===== config.mk =====
export PLATFORM = sky130hd
export DESIGN_NAME = odo_div
export DESIGN_NICKNAME = d
export VERILOG_FILES = /design/src/rtl/odo_div.sv
export SDC_FILE = /design/constraint.sdc
export NUM_CORES = 1
export LEC_CHECK = 0
export BUFFER_PORTS_ARGS = -buffer_cell sky130_fd_sc_hd__buf_2
export CORE_UTILIZATION = 55
export DETAILED_ROUTE_END_ITERATION = 6
export PLACE_DENSITY = 0.81
export SYNTH_ARGS = -nofsm -noshare
export SYNTH_HDL_FRONTEND = slang
export SYNTH_SLANG_ARGS = --single-unit

===== constraint.sdc =====
create_clock -name clk -period 3.2 [get_ports clk]
set_input_delay 0.64 -clock clk [delete_from_list [all_inputs] [get_ports clk]]
set_output_delay 0.64 -clock clk [all_outputs]
set_load 0.02 [all_outputs]

===== src/rtl/odo_div.sv =====
// Restoring radix-2 divider, one quotient bit per cycle.
module odo_div (
  input  logic        clk,
  input  logic        rst_n,
  input  logic        start,
  input  logic [64:0] num,
  input  logic [33:0] den,
  output logic        done,
  output logic [64:0] quo
);

  logic        busy_r;
  logic        done_r;
  logic [6:0]  cnt_r;
  logic [33:0] rem_r;
  logic [64:0] q_r;
  logic [33:0] den_r;
  logic [34:0] shifted;
  logic [35:0] trial;
  logic        ge;

  always_comb begin
    shifted = {rem_r, q_r[64]};
    trial   = {1'b0, shifted} - {2'b0, den_r};
    ge      = !trial[35];
  end

  always_ff @(posedge clk) begin
    if (!rst_n) begin
      busy_r <= 1'b0;
      done_r <= 1'b0;
      cnt_r  <= '0;
    end else begin
      done_r <= 1'b0;
      if (start) begin
        busy_r <= 1'b1;
        cnt_r  <= '0;
      end else if (busy_r) begin
        cnt_r <= cnt_r + 7'd1;
        if (cnt_r == 7'd64) begin
          busy_r <= 1'b0;
          done_r <= 1'b1;
        end
      end
    end
  end

  always_ff @(posedge clk) begin
    if (start) begin
      q_r   <= num;
      rem_r <= '0;
      den_r <= den;
    end else if (busy_r) begin
      rem_r <= ge ? trial[33:0] : shifted[33:0];
      q_r   <= {q_r[63:0], ge};
    end
  end

  assign done = done_r;
  assign quo  = q_r;

endmodule


# ---- Word-level counts from Yosys, hierarchy flattened
# Index checks and enable logic that the tools add are counted.
dict set report word_totals {
  ff_bits 142
  latchBits 0
  ram_bits 0
  romBits 0
  input_bits 102
  out_inout_bits 66
  elab_cells 22
  memories 0
}
dict set report op_classes {
  addsub 2
  mul 0
  div_mod_pow 0
  n_lt_le_gt_ge 0
  n_eq_ne 1
  n_shift 0
  n_mux 7
  bitwise 2
  reduce_logical 4
}
# cell n
set op_table {}
lappend op_table {{65-bit two-way mux} 2}
lappend op_table {{35-bit by 34-bit subtractor with 36-bit output} 1}
lappend op_table {{34-bit two-way mux} 1}
lappend op_table {{7-bit by 1-bit adder with 7-bit output, second input constant} 1}
lappend op_table {{7-bit == test, second input constant} 1}
lappend op_table {{1-bit two-way mux} 4}
lappend op_table {{3-bit OR reduction} 1}
lappend op_table {{1-bit inverter} 2}
lappend op_table {{2-bit nonzero test} 1}
lappend op_table {{2-bit OR reduction} 1}
lappend op_table {{1-bit zero test} 1}

# ---- Longest topological paths before layout
dict set report logic_depth {
  depth_word 4
  depth_mapped 13
}

# ---- Worst setup path after synthesis
# Ideal clock, no wire load.
dict set report synth_timing {
  path_kind {register -> register}
  startpoint {reg busy_r}
  endpoint {reg q_r[0], in the netlist quo[0], enable pin}
  t_arrival_ns 2.431
  t_required_ns 2.775
  setup_slack_ns 0.344
  stages_incl_launch_ff 5
  path_buffers 2
  synth_period_minus_slack_ns 2.856
  path_cell_list {dfxtp_1 > clkbuf_1 > clkinv_1 > clkbuf_1 > nand2_1}
}
dict set report synth_via {
  elab_chain_cells 1
}
# item line
set synth_rtl {}
lappend synth_rtl {{start, declared} 12} ;# logic busy_r;
lappend synth_rtl {{start signal, assigned} 30} ;# busy_r <= 1'b0;
lappend synth_rtl {{start signal, assigned} 36} ;# busy_r <= 1'b1;
lappend synth_rtl {{start signal, assigned} 41} ;# busy_r <= 1'b0;
lappend synth_rtl {{2-bit nonzero test (no source line)} n/a}
lappend synth_rtl {{end signal, assigned} 50} ;# q_r <= num;
lappend synth_rtl {{end signal, assigned} 55} ;# q_r <= {q_r[63:0], ge};
lappend synth_rtl {{end, declared} 16} ;# logic [64:0] q_r;
# No other way between the ends.
# A chain may end at the register's enable or synchronous reset.

# ---- Worst setup path after layout
dict set report layout_timing {
  startpoint {reg q_r[64], in the netlist quo[64]}
  endpoint {reg rem_r[28]}
}
dict set report layout_via {
  elab_chain_cells 2
}
# item line
set layout_rtl {}
lappend layout_rtl {{35-bit by 34-bit subtractor with 36-bit output} 24} ;# trial = {1'b0, shifted} - {2'b0, den_r};
lappend layout_rtl {{34-bit two-way mux} 54} ;# rem_r <= ge ? trial[33:0] : shifted[33:0];
lappend layout_rtl {{end signal, assigned} 54}
lappend layout_rtl {{end, declared} 15} ;# logic [33:0] rem_r;
# No other way between the ends.

==> run metrics <==
CTS tree=yes; library cells used by synthesis=72; initial drt markers=441; grt ovf=0; core area=13880 sq um; Static Leak=3.914 nW; minimum clock period=3.014 ns; Starting Density=56.44%; RSZ-0062 raised after global routing=no; number of I/O pins=168; Critical Path Source Type=flip-flop; ys flop type=edfxtp_1; n_diodes=0; final setup fails=0; kind of critical path=reg -> reg; register area share after synthesis=48.93%; most common cell in the netlist=edfxtp_1; CTS Buf Count=17; nature of the critical path endpoint=flip-flop; Vias/cell=5.734; post-synth top area cell=edfxtp_1; Worst path depth=12; share of cells above drive strength 1=34.44%; Total Wirelength=18390 um; CTS Root Cell=clkbuf_16; Remaining DRCs=0; die height=121.4 um; mean routed wirelength per cell=16.93 um; achievable frequency=0.3318 GHz; clock transition at the registers of the reported paths=0.06 ns; endpoints failing hold=0; Worst Hold Path Cells=1; setup TNS=0 ns; cells on worst reg2reg path=12; Final GP Congestion=0.9205; Die Width=121.4 um; Tcrit/Tclk final=94.17%; first-pass GRT wire length=29680 um; flop and latch count out of synthesis=142; post-CTS sizing=0; drt first pass iters=6; Ys Warns=0; beginning of the worst hold path=den[11]; Post-synth EDFFs=99; H-tree depth=4; top cell type's share of synthesized area=37.94%; Post-synth top cells=edfxtp_1, nand2_1, mux2_2; GRT Resource Usage Total=26.07%; Post-CTS Setup Inserts=0; initial antenna violation count=0; Std-Cell Rows=43; status=finished clean; Cells after Synth=731; vias in the first global route=6051; asr flop ratio synth=0%; Buf+Inv Stages, Crit Path=2; maximum VDD drop=0.5019 mV; slowest stage delay, CP=0.43 ns; Worst EP arrival=3.35 ns; crit-path max FO=4; Cell Chain, Critical Path=inv_1 -> ha_1 -> inv_1 -> fa_1 -> a211oi_2 -> o21ai_1 -> o2111ai_2 -> a31oi_1 -> o22ai_2 -> o21bai_1 -> or3_1 -> a311oi_1; most used cell, CP=inv_1; Detail Route Antenna Nets=0; Worst Hold Class=in -> reg; Clock Skews=0.01152 ns; Worst Max-Slew Pin Slew=0.7005 ns; HPWL Detailed=13220 um; Worst-Skew Late Latency=0.43 ns; r2r startpoint=quo[64]$_DFFE_PP_; WP data required=3.53 ns; PD cells=575.5 nW/um^2; CP max-delay cell=fa_1; final core utilization=68.12%; NumNets Final=1032; synthesized area=7835 sq um; synthesized netlist net count=870; via count=6227; Worst path top cell family by delay=compound AO/OA/AOI/OAI gates; Syn Area/Cell=10.72 sq um; pin count of the biggest net entering global routing=66; Post-CTS Hold Buffers=0; # Max-Cap Violations=0; clock buffer depth=2; Synth area leaders=edfxtp_1, dfxtp_1, mux2_2; worst setup path start=quo[64]$_DFFE_PP_; Sink Count=142; number of port buffers=167; die footprint=14730 sq um; Slew HR=53.30%; Area Growth Syn to Fin=20.68%; fin. max-slew vios=0
-- metal layers --
metal,wire length [um],track usage [%]
met1,7862,32.66
met2,9069,43.32
met3,1162,6.955
met4,297,8.873
met5,0,0
-- kinds of logic (layout without fill, tap and decap cells) --
| family | Yosys count | count (layout) | synth area share (%) |
|---|---|---|---|
| XOR/XNOR | 27 | 27 | 3.018 |
| AO/OA/AOI/OAI | 162 | 162 | 15.28 |
| flip-flops | 142 | 142 | 48.93 |
| AND/OR/NAND/NOR | 206 | 206 | 12.07 |
| adder cells (fa/ha/maj) | 37 | 37 | 6.004 |
| multiplexers | 70 | 70 | 10.03 |
| buffers and inverters | 87 | 262 | 4.663 |
-- cell usage in the layout (no fill, tap or decap), types with 20 or more instances in the layout --
master    count
edfxtp_1     99
buf_2       166
nand3_1      21
dfxtp_1      42
mux2_2       68
o21ai_0      20
nor2_1       53
a21oi_1      50
ha_1         36
nand2_1      78
inv_1        52
-- worst register-to-register path: stages (launching register included) --
cell,delay [ns]
edfxtp_1,0.41
inv_1,0.08
ha_1,0.15
inv_1,0.05
fa_1,0.43
a211oi_2,0.28
o21ai_1,0.16
o2111ai_2,0.27
a31oi_1,0.13
o22ai_2,0.24
o21bai_1,0.14
or3_1,0.34
a311oi_1,0.26
-- final timing paths --
kind                            slack (ns)                      to
worst max-delay path                  0.19  rem_r[28]$_SDFFE_PP0P_
worst min-delay path                  0.39     den_r[11]$_DFFE_PP_
worst max register to register        0.19  rem_r[28]$_SDFFE_PP0P_
worst min register to register        0.50  rem_r[16]$_SDFFE_PP0P_
-- where the power goes --
group | switching, W | leakage [nW] | total (W) | internal (W)
clock | 0.000807 | 0.290 | 0.00205 | 0.00124
combinational | 0.000685 | 2.28 | 0.00114 | 0.000460
sequential | 0.0000916 | 1.34 | 0.00225 | 0.00216
total | 0.00158 | 3.91 | 0.00544 | 0.00386
-- state kept, by name, summed over array words and instances (netlist names) --
name,cells
busy_r,1
den_r,34
quo,65
cnt_r,7
done,1
rem_r,34
-- through the flow --
step           hold WS (ns)  area, sq um  power [W]  setup WS (ns)  cells
2_1_floorplan        0.4582         7835   0.003083         0.3440    731
3_3_place_gp         0.4741         8836   0.003388         0.2858   1054
3_5_place_dp         0.4871         8836   0.003407         0.1970   1054
4_1_cts              0.3698         9444   0.005459         0.1061   1086
5_1_grt              0.3722         9455   0.005665       0.006876   1086
6_report             0.3860         9455   0.005441         0.1864   1086
-- area by class of cell --
cell class                      count  area [sq um]
Inverter                           53         198.9
Timing Repair Buffer              177         938.4
Clock inverter                     14         178.9
Fill cell                        1060          4425
Tap cell                          180         225.2
Sequential cell                   142          3835
Clock buffer                       18         429.2
Multi-Input combinational cell    502          3650
Note: power is estimated with default switching activity, not from simulation.
