--- src/rtl/odo_pkg.sv ---
// Shared types, constants and tables for the differential drive odometry core.
package odo_pkg;

  localparam int ODO_ANGLE_BITS = 16;
  localparam int CORDIC_STEPS   = 30;

  localparam logic [29:0] INV_TWO_PI  = 30'd683565276;
  localparam logic [33:0] CORDIC_GAIN = 34'd652032874;

  localparam logic [30:0] WHEEL_BASE_RST = 31'd5242880;

  // configuration register indexes
  localparam logic [1:0] REG_WHEEL_BASE    = 2'd0;
  localparam logic [1:0] REG_START_X       = 2'd1;
  localparam logic [1:0] REG_START_Y       = 2'd2;
  localparam logic [1:0] REG_START_HEADING = 2'd3;

  localparam logic KIND_MOTION = 1'b0;
  localparam logic KIND_RELOAD = 1'b1;

  typedef struct packed {
    logic               kind;
    logic signed [31:0] left_travel;
    logic signed [31:0] right_travel;
  } odo_in_t;

  typedef struct packed {
    logic signed [31:0] pose_x_out;
    logic signed [31:0] pose_y_out;
    logic        [15:0] heading_out;
  } odo_out_t;

  // arctan(2^-i) in units of 2^-32 turn
  function automatic logic [29:0] odo_atan(input logic [4:0] i);
    logic [29:0] v;
    case (i)
      5'd0:    v = 30'h20000000;
      5'd1:    v = 30'h12E4051E;
      5'd2:    v = 30'h09FB385B;
      5'd3:    v = 30'h051111D4;
      5'd4:    v = 30'h028B0D43;
      5'd5:    v = 30'h0145D7E1;
      5'd6:    v = 30'h00A2F61E;
      5'd7:    v = 30'h00517C55;
      5'd8:    v = 30'h0028BE53;
      5'd9:    v = 30'h00145F2F;
      5'd10:   v = 30'h000A2F98;
      5'd11:   v = 30'h000517CC;
      5'd12:   v = 30'h00028BE6;
      5'd13:   v = 30'h000145F3;
      5'd14:   v = 30'h0000A2FA;
      5'd15:   v = 30'h0000517D;
      5'd16:   v = 30'h000028BE;
      5'd17:   v = 30'h0000145F;
      5'd18:   v = 30'h00000A30;
      5'd19:   v = 30'h00000518;
      5'd20:   v = 30'h0000028C;
      5'd21:   v = 30'h00000146;
      5'd22:   v = 30'h000000A3;
      5'd23:   v = 30'h00000051;
      5'd24:   v = 30'h00000029;
      5'd25:   v = 30'h00000014;
      5'd26:   v = 30'h0000000A;
      5'd27:   v = 30'h00000005;
      5'd28:   v = 30'h00000003;
      5'd29:   v = 30'h00000001;
      default: v = 30'h0;
    endcase
    return v;
  endfunction

endpackage

--- src/rtl/odo_cordic.sv ---
// Iterative rotation-mode CORDIC: cosine and sine in Q30 of a 32-bit binary angle.
module odo_cordic (
  input  logic               clk,
  input  logic               rst_n,
  input  logic               start,
  input  logic [31:0]        angle,
  output logic               done,
  output logic signed [33:0] cos_o,
  output logic signed [33:0] sin_o
);
  import odo_pkg::*;

  logic               busy_r;
  logic               done_r;
  logic [4:0]         step_r;
  logic               neg_r;
  logic signed [33:0] x_r;
  logic signed [33:0] y_r;
  logic signed [33:0] z_r;
  logic signed [33:0] sx;
  logic signed [33:0] sy;
  logic signed [33:0] at;
  logic               fold;
  logic [31:0]        a_fold;

  always_comb begin
    fold   = (angle[31:30] == 2'b01) || (angle[31:30] == 2'b10);
    a_fold = fold ? {~angle[31], angle[30:0]} : angle;
    sx     = x_r >>> step_r;
    sy     = y_r >>> step_r;
    at     = signed'({4'b0, odo_atan(step_r)});
  end

  always_ff @(posedge clk) begin
    if (!rst_n) begin
      busy_r <= 1'b0;
      done_r <= 1'b0;
      step_r <= '0;
    end else begin
      done_r <= 1'b0;
      if (start) begin
        busy_r <= 1'b1;
        step_r <= '0;
      end else if (busy_r) begin
        step_r <= step_r + 5'd1;
        if (step_r == 5'(CORDIC_STEPS - 1)) begin
          busy_r <= 1'b0;
          done_r <= 1'b1;
        end
      end
    end
  end

  always_ff @(posedge clk) begin
    if (start) begin
      neg_r <= fold;
      x_r   <= signed'(CORDIC_GAIN);
      y_r   <= '0;
      z_r   <= {{2{a_fold[31]}}, a_fold};
    end else if (busy_r) begin
      if (!z_r[33]) begin
        x_r <= x_r - sy;
        y_r <= y_r + sx;
        z_r <= z_r - at;
      end else begin
        x_r <= x_r + sy;
        y_r <= y_r - sx;
        z_r <= z_r + at;
      end
    end
  end

  assign done  = done_r;
  assign cos_o = neg_r ? -x_r : x_r;
  assign sin_o = neg_r ? -y_r : y_r;

endmodule

--- config.mk ---
export PLATFORM = sky130hd
export DESIGN_NAME = odo_cordic
export DESIGN_NICKNAME = d
export VERILOG_FILES = /design/src/rtl/odo_pkg.sv /design/src/rtl/odo_cordic.sv
export SDC_FILE = /design/constraint.sdc
export NUM_CORES = 1
export LEC_CHECK = 0
export BUFFER_PORTS_ARGS = -buffer_cell sky130_fd_sc_hd__buf_2
export CELL_PAD_IN_SITES_DETAIL_PLACEMENT = 1
export CELL_PAD_IN_SITES_GLOBAL_PLACEMENT = 2
export CORE_MARGIN = 1
export CORE_UTILIZATION = 39
export DETAILED_ROUTE_END_ITERATION = 6
export PLACE_DENSITY = 0.93
export SLEW_MARGIN = 20
export SYNTH_ARGS = -nofsm -noshare
export SYNTH_HDL_FRONTEND = slang
export SYNTH_SLANG_ARGS = --single-unit
--- constraint.sdc ---
create_clock -name clk -period 7.99 [get_ports clk]
set_clock_uncertainty 0.2 [all_clocks]
set_input_delay 1.1985 -clock clk [delete_from_list [all_inputs] [get_ports clk]]
set_output_delay 1.1985 -clock clk [all_outputs]
set_load 0.02 [all_outputs]
# Word-level counts from Yosys, hierarchy flattened
# Memory sizes are Yosys's and may differ from the RTL's. A register that Yosys moved wholly into a read port is not among the register bits.
# Cells that the tools add are included.
[op_classes]
bitwise = 3
add_sub_neg = 9
eq_ne = 3
mux = 14
n_reduce_logical = 4
shift = 2
[op_table]
columns = ["op", "count"]
rows = [
  ["two-way mux 34 bit", 7],
  ["adder 34 bit", 2],
  ["negation 34 bit", 2],
  [">>> shifter 34 x 5 -> 34 bit", 2],
  ["subtractor 34 bit", 2],
  ["adder 34 x 31 -> 34 bit", 1],
  ["subtractor 34 x 31 -> 34 bit", 1],
  ["two-way mux 32 bit", 1],
  ["two-way mux 5 bit", 2],
  ["adder 5 x 1 -> 5 bit (second input constant)", 1],
  ["== test 5 bit (second input constant)", 1],
  ["two-way mux 1 bit", 4],
  ["NOT 1 bit", 3],
  ["OR reduction 3 bit", 1],
  ["== test 2 x 1 -> 1 bit (second input constant)", 1],
  ["== test 2 bit (second input constant)", 1],
  ["nonzero test 2 bit", 1],
  ["OR reduction 2 bit", 1],
  ["logical OR 1 bit", 1],
]
[totals]
regBits = 110
romBits = 960
word_cells = 43
mem_count = 1
in_bits = 35
[memory_table]
columns = ["memory", "words", "width", "rd", "rd_clocked_by_memory_dff", "write_ports", "line_no", "rtl"]
rows = [
  ["(no name shown)", 32, 30, 1, 1, 0, "odo_pkg.sv:36", "case (i)"],
]

# Depth between registers and ports, before layout
[logic_depth]
depth_word = 4
depth_mapped = 32

# Worst setup path before layout
# Ideal clock, no wire load.
[synth_timing]
kind = "register to register"
startpoint = "register step_r[4]"
endpoint = "register y_r[33]"
setup_slack_ns = 1.278
t_required_ns = 7.667
path_stages_with_launch = 28
setup_time_ns = 0.123
arrival_time_ns = 6.389
synth_period_minus_slack_ns = 6.712
cell_sequence = "dfxtp_1 -> clkbuf_1 -> clkbuf_1 -> clkbuf_1 -> buf_1 -> buf_1 -> buf_1 -> o21a_1 -> ha_1 -> inv_1 -> a211oi_1 -> and4bb_2 -> and3_1 -> and2_1 -> o21ai_0 -> nand2_1 -> a21boi_0 -> ha_1 -> and3_1 -> and3_1 -> o2bb2ai_1 -> a211o_1 -> a221o_1 -> a2111oi_0 -> nor2_1 -> o31ai_1 -> mux2i_1 -> mux2_1"
[synth_between]
elab_chain_len = 3
word_cells_on_any_way = 4
[synth_lines]
columns = ["element", "line_no", "rtl"]
rows = [
  ["from (decl)", "odo_cordic.sv:15", "logic [4:0] step_r;"],
  ["from (signal assigned)", "odo_cordic.sv:45", "step_r <= step_r + 5'd1;"],
  [">>> shifter 34 x 5 -> 34 bit *", "odo_cordic.sv:29", "sx = x_r >>> step_r;"],
  ["adder 34 bit / subtractor 34 bit (equally long branches)", "odo_cordic.sv:63, odo_cordic.sv:67", ""],
  ["two-way mux 34 bit *", "odo_cordic.sv:61", "if (!z_r[33]) begin"],
  ["to (signal assigned)", "odo_cordic.sv:63", "y_r <= y_r + sx;"],
  ["to (signal assigned)", "odo_cordic.sv:67", "y_r <= y_r - sx;"],
  ["to (decl)", "odo_cordic.sv:18", "logic signed [33:0] y_r;"],
]
# Every way passes the cells marked *; elsewhere a longest branch is shown, timed or not.
# A chain may end at the register's enable or synchronous reset.

# Worst setup path in the final report
[layout_timing]
startpoint = "register step_r[1]"
endpoint = "register y_r[33]"
# Same word-level chain as after synthesis.

==> results.json <==
{
  "synth_top_area_frac": 0.106,
  "htreeDepth": 4,
  "dp_cells": 3114,
  "grt_max_degree": 78,
  "cts_setup_buffers": 0,
  "finalSetupViolations": 0,
  "cts.sinks": 140,
  "synthAdderAreaFrac": 0.0742,
  "syn_inst": 2472,
  "dp_hpwl_mm": 60.6,
  "grt_pass1_wl_mm": 123,
  "endpoint_kind": "flip-flop",
  "final_util": 0.426,
  "start_util": 0.396,
  "remaining_drc_errors": 0,
  "crit_path_start_kind": "flip-flop",
  "fin_tns_setup_ns": 0,
  "die_area_um2": 51900,
  "synth_edf_count": 35,
  "hp-class": "flip-flop to flip-flop",
  "grt_usage": 0.305,
  "core_area_um2": 50200,
  "outcome": "finished clean",
  "drive_gt1_frac": 0.154,
  "p_per_area_nw_per_um2": 467,
  "wl_per_cell_um": 25.5,
  "cts_tree": "built",
  "fp-row-count": 82,
  "clk_pin_slew_ns": 0.08,
  "cts_buffers": 17,
  "synth_nets": 2623,
  "synth.area.top_cells": "dfxtp_1 11%, mux4_2 8.0%, ha_1 7.1%, xnor2_1 6.9%, edfxtp_1 5.3%",
  "slew_violations": 0,
  "max_freq_mhz": 134,
  "drt_wl_total_mm": 80.3,
  "cts_hold_buffers": 0,
  "via_per_inst": 6.41,
  "dr.pass1.iters": 6,
  "numPortBuffers": 103,
  "die_h_um": 228,
  "rsz0062_at_grt": "false",
  "ys_seq_area_frac": 0.159,
  "synth_flop_cell": "dfxtp_1",
  "grt.overflow.total": 0,
  "finalHoldViolations": 0,
  "p_leak_nw": 8.62,
  "tightest_slew_ns": 0.966,
  "arrival_ns": 7.65,
  "maxCapViolCount": 0,
  "yosys.area.top_type": "dfxtp_1",
  "required_ns": 8.18,
  "ios": 104,
  "synthArstFlopShare": 0,
  "synth_mux_area_frac": 0.170,
  "fin_crit_ns": 7.46,
  "cp_max_fo": 34,
  "synth_compound_area_frac": 0.246,
  "synth_top_family_by_area": "compound AO/OA/AOI/OAI gates",
  "syn_area_per_cell_um2": 8.04,
  "cts_root_buffer": "clkbuf_16",
  "antenna_found_initial": 0,
  "final_cells": 3146,
  "synthDistinctLibCells": 104,
  "clockBufferDepth": 2,
  "relSlewSlack": 0.355,
  "ir_worst_vdd_mv": 0.189,
  "grt_pass1_vias": 20500,
  "fillers": 6020,
  "drt_iter0_drc": 1774,
  "gp_congestion": 0.989,
  "period_share": 0.934,
  "antenna_cells": 0,
  "synth_xor_area_frac": 0.103,
  "syn_area_um2": 19900,
  "insertion_delay_ns": 0.51,
  "worstSetupPathType": "flip-flop to flip-flop",
  "hold_ws_ns": 0.404,
  "syn_to_final_growth_pct": 7.47,
  "ant_nets": 0,
  "die_w_um": 228,
  "ys_warn_count": 0,
  "synthSimpleGateAreaFrac": 0.187,
  "synth_seq_cells": 140,
  "fin_nets": 2612,
  "via_count": 20200
}
## synth_stat cells (28+ instances only)
master    number
nor2_1       218
nand2_1      217
a21oi_1      182
xnor2_1      156
o21ai_0      154
clkbuf_1     115
ha_1         113
dfxtp_1      105
mux2i_1      100
xor2_1        76
mux4_2        71
inv_1         58
mux2_2        57
a21o_1        53
nor3_1        47
a211oi_1      42
nand2b_1      41
nand3_1       39
edfxtp_1      35
and2_1        34
nor2b_1       34
o31ai_1       30
a31oi_1       28
## cell usage in the layout (no fill, tap or decap), types with 9 or more instances in the layout
master / count
a21o_1: 53
nor2_1: 218
and2_1: 34
mux4_2: 71
or3_1: 24
clkbuf_16: 17
o22ai_1: 25
o211ai_1: 17
dfxtp_1: 99
buf_4: 58
or2_2: 13
nand2_1: 217
mux2i_1: 100
a211o_1: 11
o21ai_0: 154
o21a_1: 25
nor3_1: 47
and3_1: 18
a22o_1: 12
nand3_1: 39
nor4_1: 11
or4_1: 12
inv_1: 58
buf_2: 102
nor2b_1: 34
ha_1: 113
o22a_1: 9
a31oi_1: 28
o31ai_1: 30
xor2_1: 76
a22oi_1: 14
edfxtp_1: 35
mux2_2: 57
xnor2_1: 156
a21oi_1: 182
a211oi_1: 42
nand2b_1: 41
o21bai_1: 10
## metrics by stage
step	area, µm²	total power (W)	setup WS, ns
4_1_cts	21400	0.00990	0.472
3_5_place_dp	20800	0.00897	0.504
2_1_floorplan	19900	0.00697	1.28
6_report	21400	0.00998	0.529
3_3_place_gp	20800	0.00871	0.781
5_1_grt	21400	0.0107	0.114
## power breakdown
group	leakage (nW)	switching, W	total [W]	internal (W)
registers	1.22	0.000589	0.00157	0.000978
logic	7.11	0.00435	0.00754	0.00319
clock network	0.288	0.000429	0.000874	0.000445
total	8.62	0.00537	0.00998	0.00461
## layout make-up
cell class	instances	area (µm²)	share of cell area
clock inverters	15	175	0.00820
flip-flops and latches	140	3170	0.148
repair buffers	163	1010	0.0471
clock buffers	17	425	0.0199
multi-input cells	2079	15500	0.726
inverters	60	225	0.0105
well taps	672	841	0.0394
## cell families after synthesis
logic type,Yosys count
and+or+nand+nor,759
muxes,235
DFF,140
AOI/OAI and AO/OA,736
buffers and inverters,253
adders and majority gates,116
xor gates and xnor gates,233
## flip-flops by register name, indices dropped and copies added, names as in the netlist
register	count
at	30
busy_r	1
done	1
neg_r	1
step_r	5
x_r	34
y_r	34
z_r	34
## final timing paths
path	to	startpoint	depth (start not counted)	slack, ns
min reg2reg	y_r[0]$_SDFFE_PP0P_	y_r[0]$_SDFFE_PP0P_	2	0.40
min	y_r[0]$_SDFFE_PP0P_	y_r[0]$_SDFFE_PP0P_	2	0.40
max reg2reg	y_r[33]$_SDFFE_PP0P_	step_r[1]$_SDFFE_PP0P_	23	0.53
max	y_r[33]$_SDFFE_PP0P_	step_r[1]$_SDFFE_PP0P_	23	0.53
## repair_timing
item	4_1_cts	5_1_grt
gates resized for setup	0	1
endpoints found under the hold margin	0	0
endpoints found under the setup margin	0	1
## worst max-delay path: stages (launching register included)
cell and delay, ns:
dfxtp_4 0.68, buf_4 0.46, mux2_2 0.39, a22oi_1 0.30, o211ai_1 0.13, nor3_1 0.50, nand3_1 0.29, and4bb_2 0.41
and3_1 0.23, and2_1 0.22, o21ai_0 0.11, nand2_1 0.09, a21boi_0 0.20, ha_1 0.30, and3_1 0.22, and3_1 0.19
o2bb2ai_1 0.12, a211o_1 0.31, a221o_1 0.40, a2111oi_1 0.51, nor2_1 0.15, o31ai_1 0.34, mux2i_1 0.24, mux2_1 0.33
## per-layer routing
metal | vias up | wire [µm] | global-route usage
li1 | 9125 | - | -
met1 | 9944 | 33500 | 0.388
met2 | 850 | 36300 | 0.484
met3 | 246 | 6590 | 0.0689
met4 | 0 | 3860 | 0.150
met5 | - | 0 | 0
Note: power is estimated with default switching activity, not from simulation.
